==> src/rtl/mfs_pkg.sv <==
// Shared codes and types of the multi-stream frame sync block.
package mfs_pkg;

  localparam int STREAM_W = 2;
  localparam int INDEX_W  = 32;
  localparam int OP_W     = 3;
  localparam int STAT_W   = 2;
  localparam int CFG_AW   = 1;
  localparam int CFG_DW   = 3;
  localparam int ACT_W    = 3;

  // Operation codes
  localparam logic [OP_W-1:0] OP_NEW    = 3'd0;
  localparam logic [OP_W-1:0] OP_READ   = 3'd1;
  localparam logic [OP_W-1:0] OP_PEEK   = 3'd2;
  localparam logic [OP_W-1:0] OP_SET_EN = 3'd3;
  localparam logic [OP_W-1:0] OP_CLEAR  = 3'd4;

  // Result status codes
  localparam logic [STAT_W-1:0] STAT_OK       = 2'd0;
  localparam logic [STAT_W-1:0] STAT_DISABLED = 2'd1;
  localparam logic [STAT_W-1:0] STAT_EMPTY    = 2'd2;
  localparam logic [STAT_W-1:0] STAT_RANGE    = 2'd3;

  // Configuration register indexes
  localparam logic [CFG_AW-1:0] CFG_HOLDER_EN = 1'd0;
  localparam logic [CFG_AW-1:0] CFG_ACTIVE    = 1'd1;

  // Slot kind of a frame store access
  localparam logic KIND_PEND = 1'b0;
  localparam logic KIND_SYNC = 1'b1;

  typedef struct packed {
    logic vld;
    logic kind;
  } mfs_rd_req_t;

  typedef enum logic [5:0] {
    FSM_IDLE   = 6'b000001,
    FSM_DISP   = 6'b000010,
    FSM_SCAN   = 6'b000100,
    FSM_DRAIN  = 6'b001000,
    FSM_DECIDE = 6'b010000,
    FSM_DONE   = 6'b100000
  } mfs_state_e;

endpackage

==> src/rtl/mfs_frame_store.sv <==
// Frame store: two frame slots per stream in one memory, with a swap bit per stream.
module mfs_frame_store #(
  parameter int MAX_STREAMS = 4,
  parameter int TAG_BITS    = 16,
  localparam int SW         = $clog2(MAX_STREAMS)
) (
  input  logic                         clk_i,
  input  logic                         rst_ni,
  input  mfs_pkg::mfs_rd_req_t         rd_req_i,
  input  logic [SW-1:0]                rd_stream_i,
  input  logic                         wr_en_i,
  input  logic [SW-1:0]                wr_stream_i,
  input  logic [TAG_BITS-1:0]          wr_tag_i,
  input  logic [mfs_pkg::INDEX_W-1:0]  wr_index_i,
  input  logic [MAX_STREAMS-1:0]       flip_i,
  output mfs_pkg::mfs_rd_req_t         rsp_o,
  output logic [SW-1:0]                rsp_stream_o,
  output logic [TAG_BITS-1:0]          rsp_tag_o,
  output logic [mfs_pkg::INDEX_W-1:0]  rsp_index_o
);

  localparam int WW    = TAG_BITS + mfs_pkg::INDEX_W;
  localparam int DEPTH = 2 * MAX_STREAMS;

  logic [WW-1:0]          mem [DEPTH];
  logic [MAX_STREAMS-1:0] sel_q;
  logic [WW-1:0]          rdata_q;
  logic [SW:0]            rd_addr, wr_addr;

  // sel_q[i] names the slot that holds the pending frame; the other is synced
  assign rd_addr = {rd_stream_i, sel_q[rd_stream_i] ^ rd_req_i.kind};
  assign wr_addr = {wr_stream_i, sel_q[wr_stream_i]};

  always_ff @(posedge clk_i or negedge rst_ni) begin
    if (!rst_ni) begin
      sel_q        <= '0;
      rsp_o        <= '0;
      rsp_stream_o <= '0;
    end else begin
      sel_q        <= sel_q ^ flip_i;
      rsp_o        <= rd_req_i;
      rsp_stream_o <= rd_stream_i;
    end
  end

  always_ff @(posedge clk_i) begin
    if (wr_en_i) begin
      mem[wr_addr] <= {wr_tag_i, wr_index_i};
    end
    if (rd_req_i.vld) begin
      rdata_q <= mem[rd_addr];
    end
  end

  assign rsp_tag_o   = rdata_q[WW-1:mfs_pkg::INDEX_W];
  assign rsp_index_o = rdata_q[mfs_pkg::INDEX_W-1:0];

endmodule

==> src/rtl/multi_stream_frame_sync.sv <==
// Top level of the multi-stream frame sync block: sequencer, stream flags, result register.
//
//   channel  signals                                   direction  handshake
//   in       opcode/stream/frame_index/frame_tag/enable in        in_valid_i / in_ready_o
//   out      status/frame_valid/out_tag/out_index/latched out      out_valid_o / out_ready_i
//   cfg      cfg_addr_i / cfg_wdata_i                   in        cfg_we_i, no wait
//
// New frame, read and peek that pass their checks go through scan, drain and decide before
// the result is loaded; one memory read per cycle scans both slots of each group stream.
// Other operations, and those answered without a scan, go from dispatch straight to done.
// The next transaction is taken in the cycle after the result loads; one is in work at a time.
// Reset clears all flags and the swap bits; frame store contents stay undefined.
// A result waits in the output register; the next result holds until it is taken.
module multi_stream_frame_sync #(
  parameter int MAX_STREAMS = 4,
  parameter int TAG_BITS    = 16
) (
  input  logic                          clk_i,
  input  logic                          rst_ni,
  input  logic                          cfg_we_i,
  input  logic [mfs_pkg::CFG_AW-1:0]    cfg_addr_i,
  input  logic [mfs_pkg::CFG_DW-1:0]    cfg_wdata_i,
  input  logic                          in_valid_i,
  output logic                          in_ready_o,
  input  logic [mfs_pkg::OP_W-1:0]      opcode_i,
  input  logic [mfs_pkg::STREAM_W-1:0]  stream_i,
  input  logic [mfs_pkg::INDEX_W-1:0]   frame_index_i,
  input  logic [TAG_BITS-1:0]           frame_tag_i,
  input  logic                          enable_value_i,
  output logic                          out_valid_o,
  input  logic                          out_ready_i,
  output logic [mfs_pkg::STAT_W-1:0]    status_o,
  output logic                          frame_valid_o,
  output logic [TAG_BITS-1:0]           out_tag_o,
  output logic [mfs_pkg::INDEX_W-1:0]   out_index_o,
  output logic                          latched_o
);

  localparam int SW = $clog2(MAX_STREAMS);
  localparam int CW = $clog2(MAX_STREAMS + 1);
  localparam int IW = mfs_pkg::INDEX_W;

  mfs_pkg::mfs_state_e state_q, state_d;

  logic                          hen_q, hen_d;
  logic [mfs_pkg::ACT_W-1:0]     act_q, act_d;
  logic [MAX_STREAMS-1:0]        pv_q, pv_d, sv_q, sv_d, se_q, se_d;

  logic [mfs_pkg::OP_W-1:0]      op_q, op_d;
  logic [mfs_pkg::STREAM_W-1:0]  s_q, s_d;
  logic [IW-1:0]                 fidx_q, fidx_d;
  logic [TAG_BITS-1:0]           ftag_q, ftag_d;
  logic                          en_q, en_d;

  logic [SW:0]                   cnt_q, cnt_d;
  logic                          ref_ok_q, ref_ok_d;
  logic [IW-1:0]                 ref_idx_q, ref_idx_d;
  logic [CW-1:0]                 vcnt_q, vcnt_d, scnt_q, scnt_d;
  logic                          max_ok_q, max_ok_d;
  logic [IW-1:0]                 max_q, max_d;
  logic                          take_pend_q, take_pend_d;

  logic [mfs_pkg::STAT_W-1:0]    res_status_q, res_status_d;
  logic                          res_fv_q, res_fv_d;
  logic [TAG_BITS-1:0]           res_tag_q, res_tag_d;
  logic [IW-1:0]                 res_idx_q, res_idx_d;
  logic                          res_lat_q, res_lat_d;

  logic                          out_valid_q, out_valid_d;
  logic [mfs_pkg::STAT_W-1:0]    out_status_q, out_status_d;
  logic                          out_fv_q, out_fv_d;
  logic [TAG_BITS-1:0]           out_tag_q, out_tag_d;
  logic [IW-1:0]                 out_idx_q, out_idx_d;
  logic                          out_lat_q, out_lat_d;

  logic [CW-1:0]                 grp_n;
  logic [MAX_STREAMS-1:0]        grp_mask;
  logic [SW-1:0]                 si;
  logic                          s_in_rng;
  logic [SW:0]                   last_cnt;

  mfs_pkg::mfs_rd_req_t          rd_req, rsp;
  logic                          mem_we;
  logic [MAX_STREAMS-1:0]        flip;
  logic [SW-1:0]                 rsp_stream;
  logic [TAG_BITS-1:0]           rsp_tag;
  logic [IW-1:0]                 rsp_idx;

  // Group size, clamped to 1..MAX_STREAMS
  always_comb begin
    if (act_q == '0) begin
      grp_n = CW'(1);
    end else if (32'(act_q) > 32'(MAX_STREAMS)) begin
      grp_n = CW'(MAX_STREAMS);
    end else begin
      grp_n = CW'(act_q);
    end
    for (int i = 0; i < MAX_STREAMS; i++) begin
      grp_mask[i] = 32'(i) < 32'(grp_n);
    end
  end

  assign si       = SW'(s_q);
  assign s_in_rng = 32'(s_q) < 32'(grp_n);
  assign last_cnt = {SW'(grp_n - CW'(1)), 1'b1};

  mfs_frame_store #(
    .MAX_STREAMS (MAX_STREAMS),
    .TAG_BITS    (TAG_BITS)
  ) u_store (
    .clk_i        (clk_i),
    .rst_ni       (rst_ni),
    .rd_req_i     (rd_req),
    .rd_stream_i  (cnt_q[SW:1]),
    .wr_en_i      (mem_we),
    .wr_stream_i  (si),
    .wr_tag_i     (ftag_q),
    .wr_index_i   (fidx_q),
    .flip_i       (flip),
    .rsp_o        (rsp),
    .rsp_stream_o (rsp_stream),
    .rsp_tag_o    (rsp_tag),
    .rsp_index_o  (rsp_idx)
  );

  always_comb begin
    logic                   lat;
    logic                   clr;
    logic                   is_s;
    logic                   eff;
    logic                   match;
    logic [MAX_STREAMS-1:0] pv_n;
    logic [MAX_STREAMS-1:0] sv_n;

    lat   = 1'b0;
    clr   = 1'b0;
    is_s  = 1'b0;
    eff   = 1'b0;
    match = 1'b0;
    pv_n  = pv_q;
    sv_n  = sv_q;

    state_d      = state_q;
    hen_d        = hen_q;
    act_d        = act_q;
    pv_d         = pv_q;
    sv_d         = sv_q;
    se_d         = se_q;
    op_d         = op_q;
    s_d          = s_q;
    fidx_d       = fidx_q;
    ftag_d       = ftag_q;
    en_d         = en_q;
    cnt_d        = cnt_q;
    ref_ok_d     = ref_ok_q;
    ref_idx_d    = ref_idx_q;
    vcnt_d       = vcnt_q;
    scnt_d       = scnt_q;
    max_ok_d     = max_ok_q;
    max_d        = max_q;
    take_pend_d  = take_pend_q;
    res_status_d = res_status_q;
    res_fv_d     = res_fv_q;
    res_tag_d    = res_tag_q;
    res_idx_d    = res_idx_q;
    res_lat_d    = res_lat_q;
    out_valid_d  = out_valid_q;
    out_status_d = out_status_q;
    out_fv_d     = out_fv_q;
    out_tag_d    = out_tag_q;
    out_idx_d    = out_idx_q;
    out_lat_d    = out_lat_q;
    rd_req       = '0;
    mem_we       = 1'b0;
    flip         = '0;

    if (cfg_we_i) begin
      case (cfg_addr_i)
        mfs_pkg::CFG_HOLDER_EN: hen_d = cfg_wdata_i[0];
        mfs_pkg::CFG_ACTIVE:    act_d = cfg_wdata_i[mfs_pkg::ACT_W-1:0];
        default: ;
      endcase
    end

    // Fold returning frame store data into the scan accumulators
    if (rsp.vld) begin
      is_s = rsp_stream == si;
      if (rsp.kind == mfs_pkg::KIND_PEND) begin
        case (op_q)
          mfs_pkg::OP_NEW: begin
            if (!is_s && pv_q[rsp_stream] && rsp_idx == fidx_q) begin
              vcnt_d = vcnt_q + CW'(1);
            end
          end
          mfs_pkg::OP_READ: begin
            if (rsp_stream == '0) begin
              ref_idx_d = rsp_idx;
            end
            eff   = pv_q[rsp_stream] && !(is_s && take_pend_q);
            match = (rsp_stream == '0) || (rsp_idx == ref_idx_q);
            if (is_s && take_pend_q) begin
              vcnt_d    = vcnt_q + CW'(1);
              res_tag_d = rsp_tag;
              res_idx_d = rsp_idx;
            end else if (eff && ref_ok_q && match) begin
              vcnt_d = vcnt_q + CW'(1);
            end
          end
          default: ;
        endcase
      end else begin
        case (op_q)
          mfs_pkg::OP_NEW: begin
            if (sv_q[rsp_stream]) begin
              scnt_d = scnt_q + CW'(1);
            end
          end
          mfs_pkg::OP_READ: begin
            if (is_s) begin
              if (!take_pend_q) begin
                res_tag_d = rsp_tag;
                res_idx_d = rsp_idx;
              end
            end else if (sv_q[rsp_stream]) begin
              if (!max_ok_q || max_q < rsp_idx) begin
                max_d = rsp_idx;
              end
              max_ok_d = 1'b1;
            end
          end
          mfs_pkg::OP_PEEK: begin
            if (is_s) begin
              res_tag_d = rsp_tag;
              res_idx_d = rsp_idx;
            end
          end
          default: ;
        endcase
      end
    end

    if (out_valid_q && out_ready_i) begin
      out_valid_d = 1'b0;
    end

    case (state_q)
      mfs_pkg::FSM_IDLE: begin
        if (in_valid_i) begin
          op_d    = opcode_i;
          s_d     = stream_i;
          fidx_d  = frame_index_i;
          ftag_d  = frame_tag_i;
          en_d    = enable_value_i;
          state_d = mfs_pkg::FSM_DISP;
        end
      end
      mfs_pkg::FSM_DISP: begin
        res_status_d = mfs_pkg::STAT_OK;
        res_fv_d     = 1'b0;
        res_tag_d    = '0;
        res_idx_d    = '0;
        res_lat_d    = 1'b0;
        vcnt_d       = '0;
        scnt_d       = '0;
        max_ok_d     = 1'b0;
        max_d        = '0;
        ref_ok_d     = pv_q[0];
        ref_idx_d    = '0;
        take_pend_d  = !sv_q[si];
        cnt_d        = '0;
        state_d      = mfs_pkg::FSM_DONE;
        if (op_q <= mfs_pkg::OP_SET_EN && !s_in_rng) begin
          res_status_d = mfs_pkg::STAT_RANGE;
        end else begin
          case (op_q)
            mfs_pkg::OP_NEW: begin
              if (hen_q) begin
                pv_d[si] = se_q[si];
                mem_we   = se_q[si];
                vcnt_d   = se_q[si] ? CW'(1) : CW'(0);
                state_d  = mfs_pkg::FSM_SCAN;
              end
            end
            mfs_pkg::OP_READ: begin
              if (!hen_q) begin
                res_status_d = mfs_pkg::STAT_DISABLED;
              end else if (!sv_q[si] && !pv_q[si]) begin
                res_status_d = mfs_pkg::STAT_EMPTY;
              end else begin
                res_fv_d = 1'b1;
                state_d  = mfs_pkg::FSM_SCAN;
              end
            end
            mfs_pkg::OP_PEEK: begin
              if (!hen_q) begin
                res_status_d = mfs_pkg::STAT_DISABLED;
              end else if (!sv_q[si]) begin
                res_status_d = mfs_pkg::STAT_EMPTY;
              end else begin
                res_fv_d = 1'b1;
                state_d  = mfs_pkg::FSM_SCAN;
              end
            end
            mfs_pkg::OP_SET_EN: begin
              se_d[si] = en_q;
              if (!en_q) begin
                pv_d[si] = 1'b0;
                sv_d[si] = 1'b0;
              end
            end
            mfs_pkg::OP_CLEAR: begin
              pv_d = '0;
              sv_d = '0;
            end
            default: ;
          endcase
        end
      end
      mfs_pkg::FSM_SCAN: begin
        // Both slots of each group stream, pending first
        rd_req.vld  = 1'b1;
        rd_req.kind = cnt_q[0];
        cnt_d       = cnt_q + (SW+1)'(1);
        if (cnt_q == last_cnt) begin
          state_d = mfs_pkg::FSM_DRAIN;
        end
      end
      mfs_pkg::FSM_DRAIN: begin
        state_d = mfs_pkg::FSM_DECIDE;
      end
      mfs_pkg::FSM_DECIDE: begin
        case (op_q)
          mfs_pkg::OP_NEW: begin
            lat = (scnt_q == '0 || scnt_q == grp_n) && vcnt_q == grp_n;
          end
          mfs_pkg::OP_READ: begin
            if (take_pend_q) begin
              pv_n[si] = 1'b0;
            end else begin
              sv_n[si] = 1'b0;
            end
            // Drop stale synced frames of the whole group
            clr = max_ok_q && res_idx_q != max_q;
            if (clr) begin
              sv_n = sv_n & ~grp_mask;
            end
            lat = !(max_ok_q && !clr) && vcnt_q == grp_n;
          end
          default: ;
        endcase
        if (lat) begin
          sv_n = (sv_n & ~grp_mask) | (pv_n & grp_mask);
          pv_n = pv_n & ~grp_mask;
          flip = grp_mask;
        end
        pv_d      = pv_n;
        sv_d      = sv_n;
        res_lat_d = lat;
        state_d   = mfs_pkg::FSM_DONE;
      end
      mfs_pkg::FSM_DONE: begin
        if (!out_valid_q || out_ready_i) begin
          out_valid_d  = 1'b1;
          out_status_d = res_status_q;
          out_fv_d     = res_fv_q;
          out_tag_d    = res_tag_q;
          out_idx_d    = res_idx_q;
          out_lat_d    = res_lat_q;
          state_d      = mfs_pkg::FSM_IDLE;
        end
      end
      default: begin
        state_d = mfs_pkg::FSM_IDLE;
      end
    endcase
  end

  always_ff @(posedge clk_i or negedge rst_ni) begin
    if (!rst_ni) begin
      state_q     <= mfs_pkg::FSM_IDLE;
      hen_q       <= 1'b1;
      act_q       <= mfs_pkg::ACT_W'(2);
      pv_q        <= '0;
      sv_q        <= '0;
      se_q        <= '0;
      out_valid_q <= 1'b0;
      cnt_q       <= '0;
    end else begin
      state_q     <= state_d;
      hen_q       <= hen_d;
      act_q       <= act_d;
      pv_q        <= pv_d;
      sv_q        <= sv_d;
      se_q        <= se_d;
      out_valid_q <= out_valid_d;
      cnt_q       <= cnt_d;
    end
  end

  always_ff @(posedge clk_i) begin
    op_q         <= op_d;
    s_q          <= s_d;
    fidx_q       <= fidx_d;
    ftag_q       <= ftag_d;
    en_q         <= en_d;
    ref_ok_q     <= ref_ok_d;
    ref_idx_q    <= ref_idx_d;
    vcnt_q       <= vcnt_d;
    scnt_q       <= scnt_d;
    max_ok_q     <= max_ok_d;
    max_q        <= max_d;
    take_pend_q  <= take_pend_d;
    res_status_q <= res_status_d;
    res_fv_q     <= res_fv_d;
    res_tag_q    <= res_tag_d;
    res_idx_q    <= res_idx_d;
    res_lat_q    <= res_lat_d;
    out_status_q <= out_status_d;
    out_fv_q     <= out_fv_d;
    out_tag_q    <= out_tag_d;
    out_idx_q    <= out_idx_d;
    out_lat_q    <= out_lat_d;
  end

  assign in_ready_o    = state_q == mfs_pkg::FSM_IDLE;
  assign out_valid_o   = out_valid_q;
  assign status_o      = out_status_q;
  assign frame_valid_o = out_fv_q;
  assign out_tag_o     = out_tag_q;
  assign out_index_o   = out_idx_q;
  assign latched_o     = out_lat_q;

endmodule

==> config.mk <==
export PLATFORM = sky130hd
export DESIGN_NAME = multi_stream_frame_sync
export DESIGN_NICKNAME = d
export VERILOG_FILES = /design/src/rtl/mfs_pkg.sv /design/src/rtl/mfs_frame_store.sv /design/src/rtl/multi_stream_frame_sync.sv
export SDC_FILE = /design/constraint.sdc
export NUM_CORES = 1
export LEC_CHECK = 0
export BUFFER_PORTS_ARGS = -buffer_cell sky130_fd_sc_hd__buf_2
export CAP_MARGIN = 20
export CORE_ASPECT_RATIO = 1.4
export CORE_MARGIN = 2
export CORE_UTILIZATION = 61
export DETAILED_ROUTE_END_ITERATION = 16
export PLACE_DENSITY = 0.88
export SLEW_MARGIN = 15
export SYNTH_ARGS = -nofsm -noshare
export SYNTH_HDL_FRONTEND = slang
export SYNTH_SLANG_ARGS = --single-unit
==> constraint.sdc <==
create_clock -name clk_i -period 8.87 [get_ports clk_i]
set_input_delay 0.4435 -clock clk_i [delete_from_list [all_inputs] [get_ports clk_i]]
set_output_delay 0.4435 -clock clk_i [all_outputs]
set_load 0.01 [all_outputs]
==> results.cfg, run 1 <==
[critical_path]
critPathLaunch = state_q[1]
cpMostUsedCell = buf_4
critPathBufInv = 3
cp_data_required_time_ps = 9250
rr_startpoint = state_q[1]
path_class = reg -> reg
crit_cells = 9
crit_chain = or4_4 -> nor3b_4 -> buf_4 -> and2_4 -> xor2_4 -> buf_4 -> buf_4 -> mux4_2 -> mux2_2
r2r-end = u_store.rdata_q[15]
critPathLaunchType = flip-flop
r2r_setup_slack_ps = 4150
worstPathMaxFanout = 60
path_delay_family = buffers and inverters
worst-r2r-cell-count = 9
critical_path.endpoint = u_store.rdata_q[15]
max_stage_delay_ps = 820
cp.arrival_ps = 5100
slowest_stage = buf_4
end_kind = flip-flop

[yosys]
ys_top_cells_by_count = 547 x edfxtp_1, 190 x nand2_1, 142 x a21oi_1
synth_ff_type = edfxtp_1
synth_area_leaders = edfxtp_1 59%, dfxtp_1 8.3%, mux4_2 8.2%
synth_top_area_cell = edfxtp_1
synth_seq_cells = 697
syn_nets = 1888
ys_async_sr_fraction_pct = 4.88
netlist_area_mm2 = 0.0279
synth_cells = 1789
synth_cell_types = 71
seq_area_frac_synth_pct = 70.3
syn_avg_cell_area_um2 = 15.6
yosysMostFrequentCell = edfxtp_1
synth_warnings = 0
synthDominantCellAreaShare_pct = 58.9
synth_edf_count = 547

[die]
fp.dieW_um = 185
dieArea_mm2 = 0.0475
core_region_area_mm2 = 0.0451
die_h_um = 257
io-pin-count = 117
std_cell_rows = 92
start_util_pct = 61.8

[global_routing]
antenna_found_initial = 0
grt_pass1_vias = 16900
grt_first_pass_wirelength_um = 101000
track_usage_pct = 28.7
grt_max_degree = 85
grt-ovfl-total = 0

[route]
via_count = 16300
via_per_inst = 6.31
drtPass1Iterations = 5
drt-total-wl_um = 66600
wl_per_cell_um = 25.8
drt_iter0_drc = 1690
ant_nets = 0
drc_errors = 0

[sta]
tightest_slew_ps = 1120
relSlewSlack_pct = 25.1
setup_viol = 0
hold_violations = 0
setup_tns_ps = 0
fmax_ghz = 0.212
grt_setup_unrepaired = no
fin_crit_ps = 4720
slew_viol_final = 0
worst_slack_ps = 4150
period_share_pct = 53.2
finalClockSkew_ps = 31.1

[power]
power.density_mw_per_mm2 = 225
ir_worst_vdd_v = 0.000203
p_leak_nw = 10.8

[place]
place.gp.congestion = 0.872
port_buffers = 116
dpl_cell_area_mm2 = 0.0289
dp_slack_ps = 4220
post-dp-hpwl_um = 37000

[run]
max_cap_violations = 0

[status]
outcome = finished clean

[layout]
stdcell_area_mm2 = 0.0316
final_nets = 2018
fin_util_pct = 70.0
syn_to_final_growth_pct = 13.2
antenna_cells = 0
drive_gt1_share_pct = 21.1
fill_cells = 2757

[clock_tree]
root_buffer = clkbuf_16
clkLatencyLatePin_ps = 640
cts_resized = 0
clockBufferDepth = 3
cts_tree = yes
cts_max_level = 2
path_clk_slew_ps = 70
cts_num_sinks = 697
numCtsBuffers = 59

[min_path]
hp-class = in -> reg
registers in the layout, summed over array words and instances (netlist names), 16 cells and up:
name             cells
max_q               32
ftag_q              16
out_index_o         32
res_idx_q           32
u_store.rdata_q     48
ref_idx_q           32
res_tag_q           16
fidx_q              32
u_store.mem        384
out_tag_o           16
power by group:
group          switching (mW)  internal, mW
clock network            1.20          1.63
registers               0.176          3.73
logic                   0.235         0.121
how the worst min path moves through the flow:
stage	depth (start not counted)	to	start
2_1_floorplan	0	act_q[0]	rst_ni
3_3_place_gp	0	status_o[1]	res_status_q[1]
6_report	1	fidx_q[25]	frame_index_i[25]
4_1_cts	1	fidx_q[25]	frame_index_i[25]
3_5_place_dp	0	frame_valid_o	res_fv_q
5_1_grt	1	fidx_q[25]	frame_index_i[25]
layer usage:
layer | GRT usage (%) | vias to the layer above | wire length (um)
li1 | - | 6992 | -
met1 | 35.0 | 8155 | 23500
met2 | 49.9 | 925 | 34900
met3 | 4.34 | 214 | 4800
met4 | 14.0 | 0 | 3390
met5 | 0 | - | 0
cell families after synthesis:
family                   synth area share (%)
flip-flops                               70.3
AND/OR/NAND/NOR                          6.44
AO/OA/AOI/OAI                            5.10
multiplexers                             10.6
buffers and inverters                    2.45
XOR/XNOR                                 3.49
adder cells (fa/ha/maj)                  1.62
cell type report:
cell class	count	area (um2)	share of cell area [%]
flip-flops and latches	697	19600	62.1
inverters	40	151	0.480
well taps	611	764	2.42
clock inverters	26	402	1.27
clock buffers	86	1740	5.52
repair buffers	184	1220	3.88
multi-input cells	937	7680	24.3
cell usage in the layout, fill, tap and decap left out, types with 4 or more instances in the layout:
master,netlist,routed
edfxtp_1,547,547
nand2_1,190,190
a21oi_1,142,141
buf_2,11,116
dfxtp_1,116,116
mux4_2,101,101
xor2_1,67,67
clkbuf_16,0,62
o21ai_0,57,57
mux2_2,56,56
dlygate4sd3_1,0,50
xnor2_1,41,41
nor2_1,40,40
inv_1,39,39
nand3_1,39,38
ha_1,36,36
dfrtp_1,31,29
nor4_1,21,20
nand4_1,20,20
buf_4,2,17
clkbuf_1,94,14
nor2b_1,10,10
clkbuf_8,0,10
bufinv_16,0,9
nand2b_1,8,8
nor3_1,12,8
clkinv_2,0,7
and3_1,11,7
or3_1,5,5
a211oi_1,5,5
and2_1,6,5
nor3_2,1,5
and3_4,0,4
o22ai_1,4,4
o211ai_1,4,4
o21a_1,4,4
clkinv_1,0,4
metrics by stage:
stage / power (mW) / cells / hold slack, ps
floorplan: 4.12 / 1789 / 148
global placement: 4.26 / 2418 / 408
detailed placement: 4.30 / 2418 / 407
CTS: 7.10 / 2580 / 0.854
global route: 7.27 / 2581 / 1.62
finish: 7.09 / 2581 / 22.6
what timing repair did:
item | CTS | global route
hold endpoints to repair | 80 | 0
hold buffers | 50 | 0
setup buffers | 0 | 0
worst reg2reg max path, delay by kind of cell (launching register included):
| kind | cells | cell delay [ps] |
|---|---|---|
| simple gates | 3 | 1110 |
| xor+xnor | 1 | 130 |
| flops | 1 | 440 |
| buf+inv | 3 | 2030 |
| mux | 2 | 790 |
(Power assumes the default switching activity.)
==> inputs of run 2 (changes only) <==
- clock period: 8.87 -> 4.8 ns (I/O delays scaled with it)
==> run 2 against run 1 <==
First-iteration DRC count rose by 17%. Power increased by 81%. Via count rose by 0.33%. Fmax is 28% higher. Clock skew shrank 13 ps. Global-route usage down 0.40 points. Sequential power up 85%. Largest cell class unchanged. Largest power group unchanged.
==> results.cfg, run 2 (synthesis results as in run 1) <==
[status]
outcome = finished clean

[layout]
antenna_cells = 0
largest_reg_flops = 384
drive_gt1_share_pct = 21.5
stdcell_area_mm2 = 0.0317
syn_to_final_growth_pct = 13.8
top_register = u_store.mem
final_common_cell = edfxtp_1
final_cell_mix = 547 x edfxtp_1, 190 x nand2_1, 141 x a21oi_1
reg.largest.list = u_store.mem x384, u_store.rdata_q x48
final_nets = 2035
layoutNonFillerInstCount = 2598

[clock_tree]
clkLatencyLatePin_ps = 620
cts_setup_buffers = 0
clockBufferDepth = 3
root_buffer = clkbuf_16
path_clk_slew_ps = 70
cts_tree = yes
cts_num_sinks = 697
numCtsBuffers = 59
cts_resized = 0
cts_max_level = 2
ctsHoldBuffers = 61

[die]
core_region_area_mm2 = 0.0451
std_cell_rows = 92
dieArea_mm2 = 0.0475
die_h_um = 257
fp.dieW_um = 185
start_util_pct = 61.8
io-pin-count = 117

[global_routing]
grt-ovfl-total = 0
grt_first_pass_wirelength_um = 99900
track_usage_pct = 28.3
met3_usage_pct = 4.09
met1_usage_pct = 35.1
grt_pass1_vias = 16900
grt_max_degree = 125
top_usage_layer = met2
grtUsageMet2_pct = 49.4
antenna_found_initial = 0

[power]
ir_worst_vdd_v = 0.000390
p_leak_nw = 10.9
power.density_mw_per_mm2 = 404

[critical_path]
cp_data_required_time_ps = 5120
critPathLaunchType = flip-flop
cp.arrival_ps = 3990
worstPathMaxFanout = 26
end_kind = flip-flop
worst-r2r-cell-count = 6
path_class = reg -> reg

[run]
max_cap_violations = 0

[min_path]
hp-class = in -> reg
hold_path_depth = 3

[sta]
period_share_pct = 76.6
grt_setup_unrepaired = no
fmax_ghz = 0.272
fin_crit_ps = 3680
setup_tns_ps = 0
relSlewSlack_pct = 29.3
setup_viol = 0
tightest_slew_ps = 1060
worst_slack_ps = 1120
finalClockSkew_ps = 18.4
hold_violations = 0
slew_viol_final = 0

[route]
drt-total-wl_um = 65700
ant_nets = 0
drc_errors = 0
wl_per_cell_um = 25.3
via_per_inst = 6.29
drtPass1Iterations = 6
drt_iter0_drc = 1983
via_count = 16300

[place]
place.gp.congestion = 0.904
dp_slack_ps = 1210
numPlacedInstances = 2422
dpl_cell_area_mm2 = 0.0290
port_buffers = 116
post-dp-hpwl_um = 36700
run 2: cell types whose count changed in the layout (fill, tap and decap cells not counted), moves of 2 or more:
cell / change
bufinv_16: -4
buf_12: +8
clkbuf_16: -2
clkinv_1: -4
dlygate4sd3_1: +11
inv_1: +2
clkbuf_1: -4
buf_4: -4
clkinv_2: +10
run 2: worst paths after layout:
kind                             from                end  slack, ps
max reg2reg                state_q[3]  u_store.mem[7][8]       1120
min                          cfg_we_i           act_q[0]         40
min in group asynchronous      rst_ni         state_q[3]        260
max                        state_q[3]  u_store.mem[7][8]       1120
min reg2reg                  res_fv_q      frame_valid_o        420
max in group asynchronous      rst_ni           cnt_q[1]       3930
run 2: area by class of cell:
cell class / instances / area (um2)
clock buffers: 81 / 1690
clock inverters: 31 / 330
fillers: 2786 / 13400
inverters: 40 / 151
multi-input cells: 937 / 7680
flip-flops and latches: 697 / 19600
well taps: 611 / 764
repair buffers: 201 / 1510
run 2: critical path, stage by stage, from the launching register on:
cell and delay [ps]:
dfrtp_1 470, or4_1 560, or3b_1 530, nor3_1 360, and4_1 340, and3_2 820, buf_12 280
run 2: metal layers:
layer	vias to the layer above	wire length, um	share of wire [%]
met4	0	2930	4.5
met3	195	4760	7.2
met5	-	0	0
met2	887	34500	52
li1	7022	-	-
met1	8236	23500	36
run 2: stage by stage:
step / power [mW] / utilization (%) / hold WS (ps)
detailed placement: 7.95 / 64.3 / 374
global route: 13.2 / 70.3 / 56.1
global placement: 7.89 / 64.3 / 358
finish: 12.8 / 70.3 / 42.4
CTS: 12.9 / 70.2 / 29.4
floorplan: 7.61 / - / -55.6
run 2: where the power goes:
group | switching [mW] | internal [mW] | total [mW]
Clock | 2.19 | 2.75 | 4.94
Sequential | 0.331 | 6.89 | 7.22
Combinational | 0.433 | 0.238 | 0.671
Total | 2.95 | 9.88 | 12.8
